[config.mk]
export PLATFORM = sky130hd
export DESIGN_NAME = mpa_scan
export DESIGN_NICKNAME = d
export VERILOG_FILES = /design/src/rtl/mpa_pkg.sv /design/src/rtl/mpa_scan.sv
export SDC_FILE = /design/constraint.sdc
export NUM_CORES = 1
export LEC_CHECK = 0
export ABC_AREA = 1
export BUFFER_PORTS_ARGS = -buffer_cell sky130_fd_sc_hd__buf_2
export CORE_AREA = 2 2 98 100
export DETAILED_ROUTE_END_ITERATION = 8
export DIE_AREA = 0 0 100 102
export HOLD_SLACK_MARGIN = 0.12
export PLACE_DENSITY = 0.91
export RECOVER_POWER = 100
export SYNTH_ARGS = -nofsm -noshare
export SYNTH_HDL_FRONTEND = slang
export SYNTH_SLANG_ARGS = --single-unit
[constraint.sdc]
create_clock -name clk -period 4.7 [get_ports clk]
set_input_delay 0 -clock clk [delete_from_list [all_inputs] [get_ports clk]]
set_output_delay 0 -clock clk [all_outputs]
set_load 0.02 [all_outputs]
[src/rtl/mpa_pkg.sv]
`default_nettype none
// ----------------------------------------------------------------------------
// mpa_pkg
// Shared constants, types and helpers of the max pooling with argmax block.
// ----------------------------------------------------------------------------
package mpa_pkg;

  localparam int DATA_BITS    = 16;
  localparam int INDEX_BITS   = 28;
  localparam int MAX_WIDTH    = 1024;
  localparam int COL_BITS     = $clog2(MAX_WIDTH);
  localparam int MAX_WINDOW   = 16;
  localparam int WIN_BITS     = $clog2(MAX_WINDOW);
  localparam int MAX_CHANNELS = 256;
  localparam int CHAN_BITS    = $clog2(MAX_CHANNELS);

  localparam int DIM_BITS  = 11;
  localparam int CNT_BITS  = 9;
  localparam int WSZ_BITS  = 5;
  localparam int CFG_BITS  = 11;
  localparam int CIDX_BITS = 3;

  localparam logic [CIDX_BITS-1:0] REG_IN_HEIGHT     = 3'd0;
  localparam logic [CIDX_BITS-1:0] REG_IN_WIDTH      = 3'd1;
  localparam logic [CIDX_BITS-1:0] REG_CHANNEL_COUNT = 3'd2;
  localparam logic [CIDX_BITS-1:0] REG_WINDOW_HEIGHT = 3'd3;
  localparam logic [CIDX_BITS-1:0] REG_WINDOW_WIDTH  = 3'd4;

  localparam logic [DIM_BITS-1:0] RESET_IN_HEIGHT     = 11'd28;
  localparam logic [DIM_BITS-1:0] RESET_IN_WIDTH      = 11'd28;
  localparam logic [CNT_BITS-1:0] RESET_CHANNEL_COUNT = 9'd1;
  localparam logic [WSZ_BITS-1:0] RESET_WINDOW_HEIGHT = 5'd2;
  localparam logic [WSZ_BITS-1:0] RESET_WINDOW_WIDTH  = 5'd2;

  typedef struct packed {
    logic [DIM_BITS-1:0] height;
    logic [DIM_BITS-1:0] width;
    logic [CNT_BITS-1:0] channels;
    logic [WSZ_BITS-1:0] win_height;
    logic [WSZ_BITS-1:0] win_width;
  } geom_t;

  typedef struct packed {
    logic [COL_BITS-1:0]          slot;
    logic signed [DATA_BITS-1:0]  sample;
    logic [INDEX_BITS-1:0]        flat;
    logic                         first;
    logic                         emit;
    logic                         last;
  } scan_t;

  typedef struct packed {
    logic signed [DATA_BITS-1:0] max_value;
    logic [INDEX_BITS-1:0]       source;
  } entry_t;

  // A zero reads as one, anything above the bound reads as the bound.
  function automatic logic [DIM_BITS-1:0] clamp_reg(input logic [DIM_BITS-1:0] value,
                                                    input logic [DIM_BITS-1:0] bound);
    logic [DIM_BITS-1:0] result;
    if (value == '0) begin
      result = {{(DIM_BITS-1){1'b0}}, 1'b1};
    end else if (value > bound) begin
      result = bound;
    end else begin
      result = value;
    end
    return result;
  endfunction

endpackage
`default_nettype wire

[src/rtl/mpa_scan.sv]
`default_nettype none
// ----------------------------------------------------------------------------
// mpa_scan
// Scan position counters. Tags each accepted sample with its column store
// slot, flat index and window position.
// ----------------------------------------------------------------------------
module mpa_scan (
  input  wire logic                                 clk,
  input  wire logic                                 rst,
  input  wire mpa_pkg::geom_t                       geom,
  input  wire logic                                 accept,
  input  wire logic signed [mpa_pkg::DATA_BITS-1:0] sample,
  output mpa_pkg::scan_t                            req
);

  logic [mpa_pkg::COL_BITS-1:0]   col_pos;
  logic [mpa_pkg::COL_BITS-1:0]   row_pos;
  logic [mpa_pkg::CHAN_BITS-1:0]  channel_pos;
  logic [mpa_pkg::WIN_BITS-1:0]   row_in_window;
  logic [mpa_pkg::WIN_BITS-1:0]   col_in_window;
  logic [mpa_pkg::COL_BITS-1:0]   out_col_pos;
  logic [mpa_pkg::INDEX_BITS-1:0] flat_pos;

  logic row_end;
  logic col_end;
  logic chan_end;
  logic win_last_col;
  logic win_last_row;

  always_comb begin
    row_end  = ({1'b0, col_pos} + 1'b1) >= geom.width;
    col_end  = ({1'b0, row_pos} + 1'b1) >= geom.height;
    chan_end = ({1'b0, channel_pos} + 1'b1) >= geom.channels;
    win_last_col = (({1'b0, col_in_window} + 1'b1) >= geom.win_width) || row_end;
    win_last_row = (({1'b0, row_in_window} + 1'b1) >= geom.win_height) || col_end;

    req.slot   = out_col_pos;
    req.sample = sample;
    req.flat   = flat_pos;
    req.first  = (row_in_window == '0) && (col_in_window == '0);
    req.emit   = win_last_col && win_last_row;
    req.last   = row_end && col_end && chan_end;
  end

  always_ff @(posedge clk) begin
    if (rst) begin
      col_pos       <= '0;
      row_pos       <= '0;
      channel_pos   <= '0;
      row_in_window <= '0;
      col_in_window <= '0;
      out_col_pos   <= '0;
      flat_pos      <= '0;
    end else if (accept) begin
      flat_pos <= flat_pos + 1'b1;
      if (row_end) begin
        col_pos       <= '0;
        col_in_window <= '0;
        out_col_pos   <= '0;
        if (col_end) begin
          row_pos       <= '0;
          row_in_window <= '0;
          if (chan_end) begin
            channel_pos <= '0;
            flat_pos    <= '0;
          end else begin
            channel_pos <= channel_pos + 1'b1;
          end
        end else begin
          row_pos <= row_pos + 1'b1;
          if (win_last_row) begin
            row_in_window <= '0;
          end else begin
            row_in_window <= row_in_window + 1'b1;
          end
        end
      end else begin
        col_pos <= col_pos + 1'b1;
        if (win_last_col) begin
          col_in_window <= '0;
          out_col_pos   <= out_col_pos + 1'b1;
        end else begin
          col_in_window <= col_in_window + 1'b1;
        end
      end
    end
  end

endmodule
`default_nettype wire

==> run metrics <==
DIE WIDTH=100 microns; GPL Wtd Cong=0.857; post-route cell area=6040 sq um; drt wl/cell=11.6 microns; setup ws final=1.06 ns; io pins=117; clock power share=0.398; Main synth FF type=dfxtp_1; internal power=1.07 mW; Final Slew Violations=0; power per cell area=241 nW/um^2; net count after synthesis=927; reg2reg end=col_pos[9]$_SDFFE_PP0P_; CP startpoint kind=register; initial cell density of the core=0.589; FFs w/ async S/R, synth=0; most common cell in the synthesized netlist=nand2_1; # nets final=1008; # DRC=0; P&R area growth vs syn=12.5%; placed cell count=981; Tmin final=3.64 ns; non-filler cells, final=1014; num rows=35; placed cell areas=5730 sq um; Hold Path Origin=accept; period utilisation layout=0.774; Port-buffer cells=84; leak pwr=2.95 nW; TritonRoute pass-1 iters=5; clk_lat worst skew=0.35 ns; HP Class=in2reg; antenna-violating nets left=0; Post-synth EDFFs=0; dominant cell type by area after synthesis=dfxtp_1; Worst setup EP type=register; Final Skew=0.0146 ns; Yosys reg bits=74; share of the synthesized area in the top cell type=0.276; number of vias after detailed routing=5238; register area share after synthesis=0.276; dpl ws=1.57 ns; vias in the first global route=4687; Comb pwr share=0.148; root buffer cell=clkbuf_8; setup tns final=0 ns; Synth top cells by count=186 x nand2_1, 134 x inv_1, 110 x nor2_1; Cells after Synth=817; largest net degree at the start of global routing=48; first-pass GRT wire length=19500 microns; switching share of power=0.267; H-tree depth=3; layout cell share with drive strength beyond 1=0.0886; Req. time, crit path=4.98 ns; Num CTS Buffers=9; final hold viol count=0; final core utilization=0.663; CTS tree=yes; post-DP HPWL=8650 microns; Worst-path clk slew=0.08 ns; hold path depth=3; final wirelength=11700 microns; die height=102 microns; Core Box Area=9110 sq um; Post-Syn Area per Cell=6.57 sq um; Setup-failing EPs final=0; highest clock rate=275 MHz; initial drt markers=297; Yosys warnings=0; maximum VDD drop=0.000126 V; via/cell ratio=5.17; sw power=0.388 mW; Die Area=10200 sq um; Reg2Reg Depth=19; RSZ-0062 raised after global routing=no; total track usage=0.230; clock buffer depth=2; clock sink count=74; status=finished clean; critical path fanouts, max=12; total global routing overflow=0; Slew HR=0.418; Synth area leaders=dfxtp_1 28%, nand2_1 13%, ha_1 12%; hold endpoint=col_pos[0]$_SDFFE_PP0P_; sequential share of power=0.454; worst r2r src=col_pos[0]$_SDFFE_PP0P_; Worst Tran Pin Value=0.872 ns; R2R Setup Slk=1.06 ns; Synth cell types=36; area of the mapped netlist=5370 sq um; initial antenna violation count=0; Diodes inserted=0; arrival time worst endpoint=3.91 ns; max cap viols=0; critical path class=reg2reg
[critical path, stage by stage, from the launching register on]
cell and delay (ns):
dfxtp_1 0.37, inv_1 0.08, nor3_1 0.33, nand3_1 0.18, nor2_1 0.12, nand2_1 0.05
nand2_1 0.06, inv_1 0.04, ha_1 0.27, nand2_1 0.10, inv_1 0.05, a21oi_1 0.13
nand2_1 0.09, inv_2 0.11, nand2_1 0.23, nand2_1 0.29, nand2_1 0.35, inv_1 0.37
o21ai_0 0.16, nor2_1 0.16
[through the flow]
step                power (mW)  hold slack (ns)
finish                    1.45            0.285
global route              1.52            0.338
CTS                       1.46            0.278
detailed placement       0.872         0.000137
global placement         0.867         0.000137
floorplan                0.836            0.113
[power groups by stage]
stage	Combinational (mW)	Clock, mW	Sequential [mW]
final	0.215	0.578	0.660
after global routing	0.247	0.606	0.663
after CTS	0.221	0.582	0.660
after detailed placement	0.198	0	0.674
after global placement	0.193	0	0.674
after floorplan	0.164	0	0.673
[cell families (layout without fill, tap and decap cells)]
| family | after synthesis | in the layout | share of synthesized area |
|---|---|---|---|
| fa+ha+maj | 50 | 50 | 0.117 |
| xor+xnor | 37 | 37 | 0.0604 |
| simple gates | 414 | 414 | 0.335 |
| compound gates | 74 | 74 | 0.0783 |
| flops | 74 | 74 | 0.276 |
| buf+inv | 168 | 254 | 0.134 |
[routing by layer]
metal,GRT usage,share of wire,wire [microns]
met5,0,0,0
met4,0.0695,0.010,123
met3,0.0404,0.056,652
met2,0.414,0.48,5630
met1,0.284,0.45,5320
[worst max-delay path by stage]
stage / startpoint / endpoint / slack [ns] / cells after the start
6_report: col_pos[0]$_SDFFE_PP0P_ / col_pos[9]$_SDFFE_PP0P_ / 1.06 / 19
5_1_grt: col_pos[0]$_SDFFE_PP0P_ / col_pos[9]$_SDFFE_PP0P_ / 0.67 / 18
4_1_cts: col_pos[0]$_SDFFE_PP0P_ / req[1] / 1.51 / 17
3_5_place_dp: col_pos[0]$_SDFFE_PP0P_ / flat_pos[23]$_SDFFE_PP0P_ / 1.57 / 17
3_3_place_gp: col_pos[0]$_SDFFE_PP0P_ / col_in_window[3]$_SDFFE_PP0P_ / 1.73 / 14
2_1_floorplan: col_pos[0]$_SDFFE_PP0P_ / flat_pos[23]$_SDFFE_PP0P_ / 2.16 / 15
[area by class of cell]
class	instances	area (sq um)
Clock buffer	12	165
Clock inverter	4	72.6
Fill cell	817	3070
Inverter	137	514
Multi-Input combinational cell	575	3130
Sequential cell	74	1480
Tap cell	111	139
Timing Repair Buffer	101	539
[registers in the layout, indices dropped and copies added (netlist names)]
register / flops
channel_pos: 8
col_in_window: 4
col_pos: 10
flat_pos: 28
out_col_pos: 10
row_in_window: 4
row_pos: 10
[placed cells by master (no fill, tap or decap), drive strengths merged, types with 2 or more instances in the layout]
| master | netlist | routed |
|---|---|---|
| buf | 24 | 43 |
| nor2 | 121 | 121 |
| a31o | 2 | 2 |
| clkbuf | 7 | 53 |
| o22ai | 2 | 2 |
| inv | 136 | 136 |
| o21bai | 4 | 4 |
| nand4 | 17 | 17 |
| xor2 | 33 | 33 |
| nand3 | 68 | 68 |
| or2 | 2 | 2 |
| xnor2 | 4 | 4 |
| o21ai | 23 | 23 |
| bufinv | 0 | 2 |
| nand2 | 190 | 190 |
| ha | 50 | 50 |
| dlygate4sd3 | 0 | 17 |
| clkinv | 1 | 2 |
| nor3 | 15 | 15 |
| dfxtp | 74 | 74 |
| a21oi | 40 | 40 |
[what timing repair did]
| action | CTS | global route |
|---|---|---|
| hold endpoints to repair | 34 | 0 |
| endpoints found under the setup margin | 0 | 0 |
| gates resized for setup | 0 | 0 |
| hold buffers | 17 | 0 |
| setup buffers | 0 | 0 |
Note: power is estimated with default switching activity, not from simulation.
